`config.mk`:
```
export PLATFORM = sky130hd
export DESIGN_NAME = rx_byte_fifo_with_line_read
export DESIGN_NICKNAME = d
export VERILOG_FILES = /design/src/rtl/core/rxbf_pkg.sv /design/src/rtl/core/rx_byte_fifo_with_line_read.sv
export SDC_FILE = /design/constraint.sdc
export NUM_CORES = 1
export LEC_CHECK = 0
export BUFFER_PORTS_ARGS = -buffer_cell sky130_fd_sc_hd__buf_2
export CAP_MARGIN = 10
export CORE_MARGIN = 3
export CORE_UTILIZATION = 53
export DETAILED_ROUTE_END_ITERATION = 16
export GPL_TIMING_DRIVEN = 0
export PLACE_DENSITY = 0.73
export RECOVER_POWER = 25
export SKIP_LAST_GASP = 1
export SYNTH_ARGS = -nofsm -noshare
export SYNTH_HDL_FRONTEND = slang
export SYNTH_SLANG_ARGS = --single-unit
```
`constraint.sdc`:
```
create_clock -name clk -period 3.9 [get_ports clk]
set_input_delay 0.585 -clock clk [delete_from_list [all_inputs] [get_ports clk]]
set_output_delay 0.585 -clock clk [all_outputs]
set_load 0.02 [all_outputs]
```
`src/rtl/core/rxbf_pkg.sv`:
```
// ----------------------------------------------------------------------------
// rxbf_pkg
// Opcodes, control characters, register indexes and shared types of the
// receive byte FIFO with line read.
// ----------------------------------------------------------------------------
package rxbf_pkg;

  typedef enum logic [1:0] {
    OP_PUSH  = 2'd0,
    OP_READ  = 2'd1,
    OP_LINE  = 2'd2,
    OP_FLUSH = 2'd3
  } opcode_t;

  typedef enum logic [1:0] {
    CFG_FLOW_ENABLE    = 2'd0,
    CFG_FILL_THRESHOLD = 2'd1,
    CFG_CTS_INVERTED   = 2'd2
  } cfg_index_t;

  typedef enum logic [1:0] {
    ST_IDLE = 2'b01,
    ST_READ = 2'b10
  } state_t;

  localparam logic [7:0] CHAR_CR = 8'h0D;
  localparam logic [7:0] CHAR_LF = 8'h0A;

  // Most bytes a single read command takes.
  localparam logic [6:0] MAX_READ = 7'd64;

  localparam logic [6:0] FILL_THRESHOLD_RESET = 7'd48;

  typedef struct packed {
    logic       overflow;
    logic       cts_pin;
    logic [6:0] fill_count;
    logic       last;
    logic       data_valid;
    logic [7:0] data_out;
  } result_t;

endpackage

```
`src/rtl/core/rx_byte_fifo_with_line_read.sv`:
```
// ----------------------------------------------------------------------------
// rx_byte_fifo_with_line_read
// Receive ring FIFO of bytes with line read and clear-to-send flow control.
// ----------------------------------------------------------------------------
// Usage:
//   The in_ channel carries commands: push a byte, read up to read_count
//   bytes, read a line (up to and including the first CR) or flush. Every
//   command gives one or more items on the out_ channel; the final one of a
//   command carries tlast. Each byte taken from the ring gives one item.
//   A push, a flush or a read that finds nothing gives a single item in
//   the cycle after acceptance. A read enters a drain state in the cycle
//   after acceptance and then emits one byte per cycle from the ring
//   memory unless out_tready stalls it; the drain rate is set by the single
//   read port of the byte store, whose next address is prefetched each
//   cycle. No new command is accepted while a read drains.
//   A push into a full ring is dropped and flagged as overflow.
//   The cfg_ port writes flow_enable, fill_threshold and cts_inverted; it is
//   always ready; the user must write it only while the block is idle, which the block does not enforce.
//   Reset empties the ring, raises ready-to-send and loads register defaults.
//   Ring contents are not cleared. When out_tready is low, the result item
//   holds in the output register and the sequencer waits.
// ----------------------------------------------------------------------------
module rx_byte_fifo_with_line_read #(
  parameter int DEPTH = 64
) (
  input  logic        clk,
  input  logic        rst_n,
  // in_tdata: [7:0] data_in, [14:8] read_count, [15] zero
  input  logic        in_tvalid,
  output logic        in_tready,
  input  logic [15:0] in_tdata,
  // in_tuser: [1:0] opcode
  input  logic [1:0]  in_tuser,
  output logic        out_tvalid,
  input  logic        out_tready,
  // out_tdata: [7:0] data_out, [14:8] fill_count, [15] cts_pin, [16] overflow,
  //            [23:17] zero
  output logic [23:0] out_tdata,
  // out_tuser: [0] data_valid
  output logic        out_tuser,
  output logic        out_tlast,
  input  logic        cfg_valid,
  output logic        cfg_ready,
  input  rxbf_pkg::cfg_index_t cfg_index,
  input  logic [6:0]  cfg_data
);
  import rxbf_pkg::*;

  localparam int IW   = (DEPTH > 1) ? $clog2(DEPTH) : 1;
  localparam int CW   = $clog2(DEPTH + 1);
  localparam int CMPW = (CW > 7) ? CW : 7;

  localparam logic [IW-1:0] LAST_IDX = IW'(DEPTH - 1);
  localparam logic [CW-1:0] FULL_CNT = CW'(DEPTH);

  // Byte store and its registered read port.
  logic [7:0] store [DEPTH];
  logic [7:0] mem_q;

  logic [IW-1:0] read_index_r, read_index_nxt;
  logic [IW-1:0] write_index_r, write_index_nxt;
  logic [CW-1:0] held_r, held_nxt;
  logic          rts_r, rts_nxt;
  state_t        state_r, state_nxt;
  opcode_t       op_r, op_nxt;
  logic [6:0]    rem_r, rem_nxt;

  logic          flow_en_r;
  logic [6:0]    thr_r;
  logic          cts_inv_r;

  logic          out_valid_r, out_valid_nxt;
  result_t       res_r, res_nxt;

  logic          wr_en;
  logic          out_free;
  logic          in_acc;

  opcode_t       in_op;
  logic [7:0]    in_byte;
  logic [6:0]    in_count;

  assign in_op    = opcode_t'(in_tuser);
  assign in_byte  = in_tdata[7:0];
  assign in_count = in_tdata[14:8];

  assign out_free  = !out_valid_r || out_tready;
  assign in_tready = (state_r == ST_IDLE) && out_free;
  assign in_acc    = in_tvalid && in_tready;
  assign cfg_ready = 1'b1;

  function automatic logic [IW-1:0] inc_idx(input logic [IW-1:0] idx);
    return (idx == LAST_IDX) ? '0 : idx + IW'(1);
  endfunction

  always_comb begin
    logic [CW-1:0]   held_new;
    logic [CMPW-1:0] held_x;
    logic [CMPW-1:0] thr_x;
    logic [6:0]      cnt_eff;
    logic            is_ctl;
    logic            done;
    logic            rts_new;

    read_index_nxt  = read_index_r;
    write_index_nxt = write_index_r;
    held_nxt        = held_r;
    rts_nxt         = rts_r;
    state_nxt       = state_r;
    op_nxt          = op_r;
    rem_nxt         = rem_r;
    res_nxt         = res_r;
    wr_en           = 1'b0;
    out_valid_nxt   = out_valid_r && !out_tready;

    held_new = held_r;
    thr_x    = CMPW'(thr_r);
    held_x   = CMPW'(held_r);
    is_ctl   = 1'b0;
    done     = 1'b0;
    rts_new  = rts_r;
    cnt_eff  = (in_op == OP_LINE) ? MAX_READ
             : ((in_count > MAX_READ) ? MAX_READ : in_count);

    case (state_r)
      ST_IDLE: begin
        if (in_acc) begin
          out_valid_nxt   = 1'b1;
          res_nxt         = '0;
          res_nxt.last    = 1'b1;
          case (in_op)
            OP_PUSH: begin
              if (held_r == FULL_CNT) begin
                res_nxt.overflow = 1'b1;
              end else begin
                wr_en           = 1'b1;
                write_index_nxt = inc_idx(write_index_r);
                held_new        = held_r + CW'(1);
              end
              held_x = CMPW'(held_new);
              if (flow_en_r && (held_x > thr_x)) begin
                rts_new = 1'b0;
              end
              held_nxt           = held_new;
              rts_nxt            = rts_new;
              res_nxt.fill_count = held_x[6:0];
              res_nxt.cts_pin    = rts_new ^ cts_inv_r;
            end
            OP_FLUSH: begin
              read_index_nxt     = write_index_r;
              held_nxt           = '0;
              res_nxt.fill_count = '0;
              res_nxt.cts_pin    = rts_r ^ cts_inv_r;
            end
            default: begin
              if ((held_r == '0) || (cnt_eff == '0)) begin
                if (flow_en_r && (held_x < thr_x)) begin
                  rts_new = 1'b1;
                end
                rts_nxt            = rts_new;
                res_nxt.fill_count = held_x[6:0];
                res_nxt.cts_pin    = rts_new ^ cts_inv_r;
              end else begin
                // The result for a read comes from the drain state.
                out_valid_nxt = out_valid_r && !out_tready;
                res_nxt       = res_r;
                op_nxt        = in_op;
                rem_nxt       = cnt_eff;
                state_nxt     = ST_READ;
              end
            end
          endcase
        end
      end
      ST_READ: begin
        if (out_free) begin
          held_new       = held_r - CW'(1);
          held_x         = CMPW'(held_new);
          is_ctl         = (mem_q == CHAR_CR) || (mem_q == CHAR_LF);
          done           = (rem_r == 7'd1) || (held_new == '0)
                         || ((op_r == OP_LINE) && (mem_q == CHAR_CR));
          if (done && flow_en_r && (held_x < thr_x)) begin
            rts_new = 1'b1;
          end
          held_nxt           = held_new;
          read_index_nxt     = inc_idx(read_index_r);
          rem_nxt            = rem_r - 7'd1;
          rts_nxt            = rts_new;
          out_valid_nxt      = 1'b1;
          res_nxt.data_out   = mem_q;
          res_nxt.data_valid = (op_r == OP_LINE) ? !is_ctl : 1'b1;
          res_nxt.last       = done;
          res_nxt.fill_count = held_x[6:0];
          // Only the final item of a read shows the updated pin level.
          res_nxt.cts_pin    = rts_new ^ cts_inv_r;
          res_nxt.overflow   = 1'b0;
          if (done) begin
            state_nxt = ST_IDLE;
          end
        end
      end
      default: begin
        state_nxt = ST_IDLE;
      end
    endcase
  end

  // The read port always fetches the entry at the next read index, so the
  // head byte is ready in mem_q. A write to that same entry is forwarded.
  always_ff @(posedge clk) begin
    if (wr_en) begin
      store[write_index_r] <= in_byte;
    end
    if (wr_en && (write_index_r == read_index_nxt)) begin
      mem_q <= in_byte;
    end else begin
      mem_q <= store[read_index_nxt];
    end
  end

  always_ff @(posedge clk) begin
    if (!rst_n) begin
      read_index_r  <= '0;
      write_index_r <= '0;
      held_r        <= '0;
      rts_r         <= 1'b1;
      state_r       <= ST_IDLE;
      op_r          <= OP_PUSH;
      rem_r         <= '0;
      out_valid_r   <= 1'b0;
    end else begin
      read_index_r  <= read_index_nxt;
      write_index_r <= write_index_nxt;
      held_r        <= held_nxt;
      rts_r         <= rts_nxt;
      state_r       <= state_nxt;
      op_r          <= op_nxt;
      rem_r         <= rem_nxt;
      out_valid_r   <= out_valid_nxt;
    end
  end

  always_ff @(posedge clk) begin
    res_r <= res_nxt;
  end

  always_ff @(posedge clk) begin
    if (!rst_n) begin
      flow_en_r <= 1'b1;
      thr_r     <= FILL_THRESHOLD_RESET;
      cts_inv_r <= 1'b0;
    end else if (cfg_valid && cfg_ready) begin
      case (cfg_index)
        CFG_FLOW_ENABLE:    flow_en_r <= cfg_data[0];
        CFG_FILL_THRESHOLD: thr_r     <= cfg_data;
        CFG_CTS_INVERTED:   cts_inv_r <= cfg_data[0];
        default: begin
        end
      endcase
    end
  end

  assign out_tvalid = out_valid_r;
  assign out_tdata  = {7'd0, res_r.overflow, res_r.cts_pin, res_r.fill_count,
                       res_r.data_out};
  assign out_tuser  = res_r.data_valid;
  assign out_tlast  = res_r.last;

endmodule
```
==> metrics.txt, run 1 <==
area delta synth->final=13.4%; final core utilization=61.4%; CORE AREA=44500 µm²; CTS Sinks=578; Layout Cells excl Fill=2154; Fmax=247 MHz; DIE AREA=48000 µm²; Setup WS post-layout=-0.147 ns; CTS H-tree lvls=2; worst-path cell chain=clkbuf_1 -> inv_1 -> ha_1 -> nand4_1 -> and3_1 -> clkbuf_1 -> nand3_1 -> nor2_1; fin nets=1578; clk buf depth=3; post-synthesis sequential area ratio=70.1%; vias in the first global route=13400; clk slew on worst S/H paths=0.07 ns; Max-slew headroom=-99.6%; Synth top area share=66.2%; layout cells sized above 1=24.6%; kind of cell adding the most delay to the critical path=simple AND/OR/NAND/NOR gates; status=complete, but fails checks; post-synthesis cell count=1386; Root Driver=clkbuf_16; Worst EP required=4.14 ns; Placement Rows=77; Initial Utilization=54.1%; arrival time at the worst endpoint=4.28 ns; Pre-antenna DRT Iters=5; measured slew at the worst slew-check pin=2.99 ns; Final ANT Viol Nets=0; yosys warns=0; post-layout min period=4.05 ns; vias after detailed routing=13900; Congestion Overflow GR=0; top cells by area, synth=edfxtp_1 66%, mux4_2 12%, dfxtp_1 3.9%; routed wire length=63.3 mm; antenna violations before repair=0; hold path cells=3; clock latency on the worst-skew pair=0.62 ns; die height=219 µm; clk_skew=0.0152 ns; Seq. cell area=16900 µm²; CP Launch Type=flop; R2R Setup Slk=-0.15 ns; reg2reg path depth=8; IO Pins=61; Hold Crit Class=in -> reg; Final Setup Violations=32; TritonCTS buffer count=56; Buf/Inv on CP=3; number of diodes=0; RSZ-0062 raised after global routing=true; Total GRT Usage=26.7%; crit path max fanout=9; Yosys top cell by area=edfxtp_1; maxcap violations=7; post-route cell area=27300 µm²; Lkg Pwr=8.76 nW; hold path endpoint=thr_r[4]; EDFF count, synth=531; worst slack, placed=-0.900 ns; Avg Cell Area, Syn=17.4 µm²; cell count after placement=2040; most frequent cell on the critical path=clkbuf_1; Synth Flop Type=edfxtp_1; max-slew violation count=427; reg2reg end=store[30][1]; CP endpoint kind=flop; Final Cycle Share=104%; setup TNS=-3.86 ns; Yosys cell types=71; Port-buffer cells=50; final hold vios=0; routability cong.=0.925; FF+latch count, synth=578; multi-input logic area=6860 µm²; Crit Path Category=reg -> reg; hold path start=cfg_data[4]; Die W=219 µm; post-DR vias/cell=6.46; Routed WL per cell=29.4 µm; crit path max-delay cell type=nor2_1; failing checks=capacitance limit, slew limit, setup timing; worst flop-to-flop path startpoint=held_r[0]; worst ir drop on vdd=0.360 mV; total power=15.1 mW; largest net degree at the start of global routing=65; CTS tree=yes; fraction of registers with async set/reset=0%; placed standard-cell area=25200 µm²; Post-Syn Area=24100 µm²; number of DRC markers in iteration 0=2179; filler cell count=3203; CP peak stage delay=0.90 ns; pwr dens=551 nW/µm²; residual DRC count=0; Hold Worst Slack=0.218 ns; Detail Placement HPWL=40.0 mm; first-pass GRT wire length=91.6 mm
==> power breakdown <==
group | leakage, nW | switching, mW | internal [mW] | total, mW
clock | 0.892 | 2.34 | 2.99 | 5.33
sequential | 5.17 | 0.0880 | 7.00 | 7.08
combinational | 2.70 | 1.63 | 1.02 | 2.65
total | 8.76 | 4.05 | 11.0 | 15.1
==> per-layer routing <==
layer	track usage (%)	wire length, µm	vias up
met5	0	0	-
met4	11.6	2590	0
met3	6.91	7690	167
met2	39.9	28900	903
met1	37.8	24100	7071
li1	-	-	5765
==> cells by family after synthesis <==
family,Yosys count,share of synthesized area (%)
muxes,174,14.0
xor gates and xnor gates,19,0.691
buffers and inverters,117,2.36
adders and majority gates,32,1.66
AOI/OAI and AO/OA,164,4.78
DFF,578,70.1
other,2,0.0312
and+or+nand+nor,300,6.37
==> how the worst max path moves through the flow <==
stage / to / startpoint / slack (ns) / cells after the start
after floorplan: store[41][0] / held_r[0] / 0.65 / 8
after global placement: out_tdata[15] / flop / -0.87 / 13
after detailed placement: out_tdata[15] / flop / -0.90 / 13
after CTS: store[11][7] / held_r[0] / -0.22 / 8
after global routing: store[6][2] / held_r[0] / -0.25 / 8
final: store[30][1] / held_r[0] / -0.15 / 8
==> registers in the layout (all words and copies together), names as in the netlist, named ones only <==
signal / cells
rts_r: 1
out_tdata: 17
out_tuser: 1
rem_r: 7
out_tvalid: 1
state_r: 2
out_tlast: 1
flow_en_r: 1
held_r: 7
op_r: 2
store: 512
write_index_r: 6
cts_inv_r: 1
thr_r: 7
read_index_r: 6
==> area by class of cell <==
| type | instances | share of cell area (%) |
|---|---|---|
| Buffer | 89 | 2.14 |
| Clock buffer | 67 | 5.44 |
| Clock inverter | 39 | 1.15 |
| Inverter | 27 | 0.371 |
| Multi-Input combinational cell | 697 | 25.1 |
| Sequential cell | 578 | 61.8 |
| Tap cell | 592 | 2.71 |
| Timing Repair Buffer | 65 | 1.28 |
==> worst min-delay path, delay by kind of cell <==
family | cells | cell delay, ns
AO/OA/AOI/OAI | 1 | 0.07
buffers and inverters | 1 | 0.08
AND/OR/NAND/NOR | 1 | 0.07
==> synth_stat cells (5+ instances only) <==
cell,instances
mux2i_1,35
xnor2_1,13
nand2_1,55
a21oi_1,27
nor3b_1,11
xor2_1,6
buf_2,18
nor2b_1,29
o221ai_1,8
nor4_1,7
o22ai_1,8
a22oi_1,22
buf_1,6
or2_2,7
nand2b_1,9
mux2_2,11
and3_1,5
edfxtp_1,531
nor2_1,95
a21boi_0,7
ha_1,32
nand3_1,20
dfxtp_1,47
nor3_1,18
nand4_1,5
and2_1,16
nand3b_1,7
buf_6,6
o211a_1,7
a211oi_1,8
clkbuf_1,47
mux4_2,124
a221oi_1,11
buf_4,11
a21o_1,10
inv_1,27
o21ai_0,28
==> cell usage in the layout (no fill, tap or decap), types with 7 or more instances in the layout <==
| cell type | count |
|---|---|
| mux2i_1 | 35 |
| inv_1 | 27 |
| ha_1 | 32 |
| a21boi_0 | 7 |
| nor3_1 | 17 |
| o22ai_1 | 8 |
| o221ai_1 | 8 |
| nor2b_1 | 28 |
| nor2_4 | 8 |
| a21oi_1 | 27 |
| edfxtp_1 | 531 |
| nor2_2 | 25 |
| and2_1 | 16 |
| nor2_1 | 62 |
| nand2b_1 | 9 |
| a21o_1 | 10 |
| xnor2_1 | 13 |
| or2_2 | 7 |
| mux2_2 | 11 |
| a22oi_1 | 22 |
| mux4_2 | 124 |
| nand3_1 | 19 |
| a221oi_1 | 11 |
| clkinv_2 | 21 |
| buf_4 | 23 |
| a211oi_1 | 8 |
| nand3b_1 | 7 |
| o21ai_0 | 28 |
| o211a_1 | 7 |
| clkbuf_1 | 59 |
| buf_6 | 11 |
| conb_1 | 8 |
| nor3b_1 | 10 |
| clkbuf_16 | 58 |
| clkinv_1 | 7 |
| nand2_1 | 55 |
| dfxtp_1 | 47 |
| buf_2 | 48 |
==> what timing repair did <==
action / 4_1_cts / 5_1_grt
setup buffers: 1 / 6
hold buffers: 0 / 0
pin swaps: 1 / 3
endpoints found under the setup margin: 154 / 343
resized for setup: 40 / 60
(Power assumes the default switching activity.)
==> run 2, diff against run 1 <==
--- a/config.mk
+++ b/config.mk
@@ -11,7 +11,7 @@
 export CORE_UTILIZATION = 53
 export DETAILED_ROUTE_END_ITERATION = 16
 export GPL_TIMING_DRIVEN = 0
-export PLACE_DENSITY = 0.73
+export PLACE_DENSITY = 0.69
 export RECOVER_POWER = 25
 export SKIP_LAST_GASP = 1
 export SYNTH_ARGS = -nofsm -noshare
==> run 2 against run 1 <==
The flow finishes with violations (capacitance limit, slew limit). Wire length fell by 0.56%. First-iteration DRC count down 14%. Die area is the same. Design area increased by 0.92%. Sequential share of layout area fell by 0.56 points. Clock power rose by 6.9%. Sequential power about the same. Setup slack improved by 0.16 ns. Non-clock buffer count is 4 higher. Fmax increased by 4.2%. Cell count rose by 0.23%. Critical path type unchanged. Largest power group unchanged.
==> metrics.txt, run 2 (synthesis gave the netlist of run 1 again) <==
number of DRC markers in iteration 0=1879 (-14%); placed standard-cell area=25200 µm² (about the same); Max-slew headroom=-97.6% (+2.0 points); vias after detailed routing=13800 (-0.61%); routability cong.=0.922 (-0.29%); Detail Placement HPWL=40.7 mm (+1.6%); Final Setup Violations=0 (-100%); maxcap violations=6 (-1); final core utilization=61.9% (+0.56 points); largest net degree at the start of global routing=65 (unchanged); max reg flops=512 (unchanged); pwr dens=560 nW/µm² (+1.6%); routed wire length=63.0 mm (-0.56%); CORE AREA=44500 µm² (unchanged); first-pass GRT wire length=90.9 mm (-0.76%); arrival time at the worst endpoint=4.25 ns (-0.03 ns); multi-input logic area=6930 µm² (+1.0%); number of diodes=0 (unchanged); clk_skew=0.0195 ns (+0.00428 ns); worst ir drop on vdd=0.449 mV (+25%); clock latency on the worst-skew pair=0.62 ns (about the same); CP endpoint kind=flop; die height=219 µm (unchanged); filler cell count=3191 (-0.37%); CTS Hold Bufs=0 (unchanged); IO Pins=61 (unchanged); most frequent cells in the layout=531 x edfxtp_1, 124 x mux4_2, 59 x clkbuf_16, 56 x clkbuf_1, 55 x nand2_1; Root Driver=clkbuf_16; Die W=219 µm (unchanged); DIE AREA=48000 µm² (unchanged); post-DR vias/cell=6.40 (-0.84%); Final ANT Viol Nets=0 (unchanged); vias in the first global route=13400 (+0.15%); hold path endpoint=thr_r[4]; RSZ-0062 raised after global routing=true; Hold Crit Class=in -> reg; Port-buffer cells=50 (unchanged); residual DRC count=0 (unchanged); worst-path cell chain=buf_4 -> buf_6 -> buf_4 -> mux4_2 -> a22oi_1 -> nand3_1 -> a32oi_2 -> and4b_1 -> a21oi_2 -> nor2_1 -> o21ai_1 -> xnor2_1; commonest non-fill, non-tap cell in the layout=edfxtp_1; CP peak stage delay=0.46 ns (-0.44 ns); Top reg by flops=store; Congestion Overflow GR=0 (unchanged); Fmax=258 MHz (+4.2%); post-route cell area=27600 µm² (+0.92%); Setup WS post-layout=0.0171 ns (+0.165 ns); fin nets=1583 (+0.32%); Final Cycle Share=99.6% (-4.2 points); reg2reg end=out_tdata[15]; CP Launch Type=flop; CTS H-tree lvls=2 (unchanged); crit path max-delay cell type=dfxtp_1; TritonCTS buffer count=57 (+1.8%); Worst EP required=4.27 ns (+0.13 ns); Initial Utilization=54.1% (unchanged); worst slack, placed=-0.758 ns (+0.141 ns); Seq. cell area=16900 µm² (unchanged); CTS tree=yes; final hold vios=0 (unchanged); measured slew at the worst slew-check pin=2.96 ns (-0.0298 ns); reg2reg path depth=12 (+4); clk slew on worst S/H paths=0.07 ns (about the same); Total GRT Usage=26.5% (-0.21 points); Crit Path Category=reg -> reg; area delta synth->final=14.5%; failing checks=capacitance limit, slew limit; antenna violations before repair=0 (unchanged); R2R Setup Slk=0.02 ns (+0.16 ns); post-layout min period=3.88 ns (-0.165 ns); hold path cells=3 (unchanged); most frequent cell on the critical path=buf_4; CTS Sinks=578 (unchanged); layout cells sized above 1=25.8% (+1.2 points); crit path max fanout=10 (+1); Pre-antenna DRT Iters=6 (+1); hold path start=cfg_data[4]; Placement Rows=77 (unchanged); status=complete, but fails checks; clk buf depth=3 (unchanged); Lkg Pwr=8.84 nW (+0.95%); max-slew violation count=341 (-20%); Routed WL per cell=29.2 µm (-0.79%)
[run 2: changes by cell type in the layout (fill, tap and decap cells not counted), sizes merged]
cell / before / now
inv: 29 / 28
clkbuf: 126 / 124
bufinv: 4 / 9
clkinv: 29 / 25
clkinvlp: 4 / 5
buf: 95 / 101
[run 2: area by class of cell]
| cell class | instances | area share (%) |
|---|---|---|
| sequential | 578 | 61.2 |
| multi-input combinational | 697 | 25.1 |
| clock buffer | 67 | 5.46 |
| tap | 592 | 2.69 |
| buffer | 89 | 2.09 |
| clock inverter | 40 | 1.57 |
| timing repair buffer | 69 | 1.46 |
| inverter | 27 | 0.368 |
[run 2: repair_timing]
item,4_1_cts,5_1_grt
pin swaps,2,6
endpoints found under the setup margin,182,384
gates resized for setup,58,63
setup buffers,2,7
[run 2: power breakdown]
group | switching [mW] | leakage (nW) | internal, mW
clock network | 2.35 | 0.941 | 3.35
logic | 1.63 | 2.73 | 1.03
registers | 0.0955 | 5.17 | 6.99
total | 4.08 | 8.84 | 11.4
[run 2: how the worst max path moves through the flow]
| stage | startpoint | to | slack [ns] | cells past startpoint |
|---|---|---|---|---|
| 6_report | flop | out_tdata[15] | 0.02 | 12 |
| 2_1_floorplan | held_r[0] | store[41][0] | 0.65 | 8 |
| 3_5_place_dp | flop | out_tdata[15] | -0.76 | 13 |
| 3_3_place_gp | held_r[0] | store[41][0] | -0.86 | 8 |
| 4_1_cts | held_r[0] | store[1][0] | -0.13 | 8 |
| 5_1_grt | held_r[0] | store[29][5] | -0.05 | 8 |
[run 2: through the flow]
stage | total power, mW | std cells | TNS [ns] | hold slack, ns
after floorplan | 8.95 | 1392 | 0 | 0.468
after CTS | 15.4 | 2150 | -4.81 | 0.171
after global placement | 9.76 | 2034 | -40.45 | 0.492
final | 15.4 | 2159 | 0 | 0.206
after global routing | 16.0 | 2159 | -0.888 | 0.191
after detailed placement | 9.80 | 2041 | -26.69 | 0.517
[run 2: per-layer routing]
layer  vias up  global-route usage [%]  share of wire (%)  wire, µm
met2       797                    41.2                 47     29700
met1      7104                    37.7                 39     24900
met4         0                    9.55                3.8      2390
met5         -                       0                  0         0
met3       142                    5.66                9.5      6010
li1       5778                       -                  -         -
[run 2: critical path: cells and delay by family, from the launching register on]
kind / cells / cell delay (ns)
AND/OR/NAND/NOR: 3 / 0.64
buffers and inverters: 3 / 0.93
multiplexers: 1 / 0.35
AO/OA/AOI/OAI: 4 / 1.17
XOR/XNOR: 1 / 0.08
flip-flops: 1 / 0.46
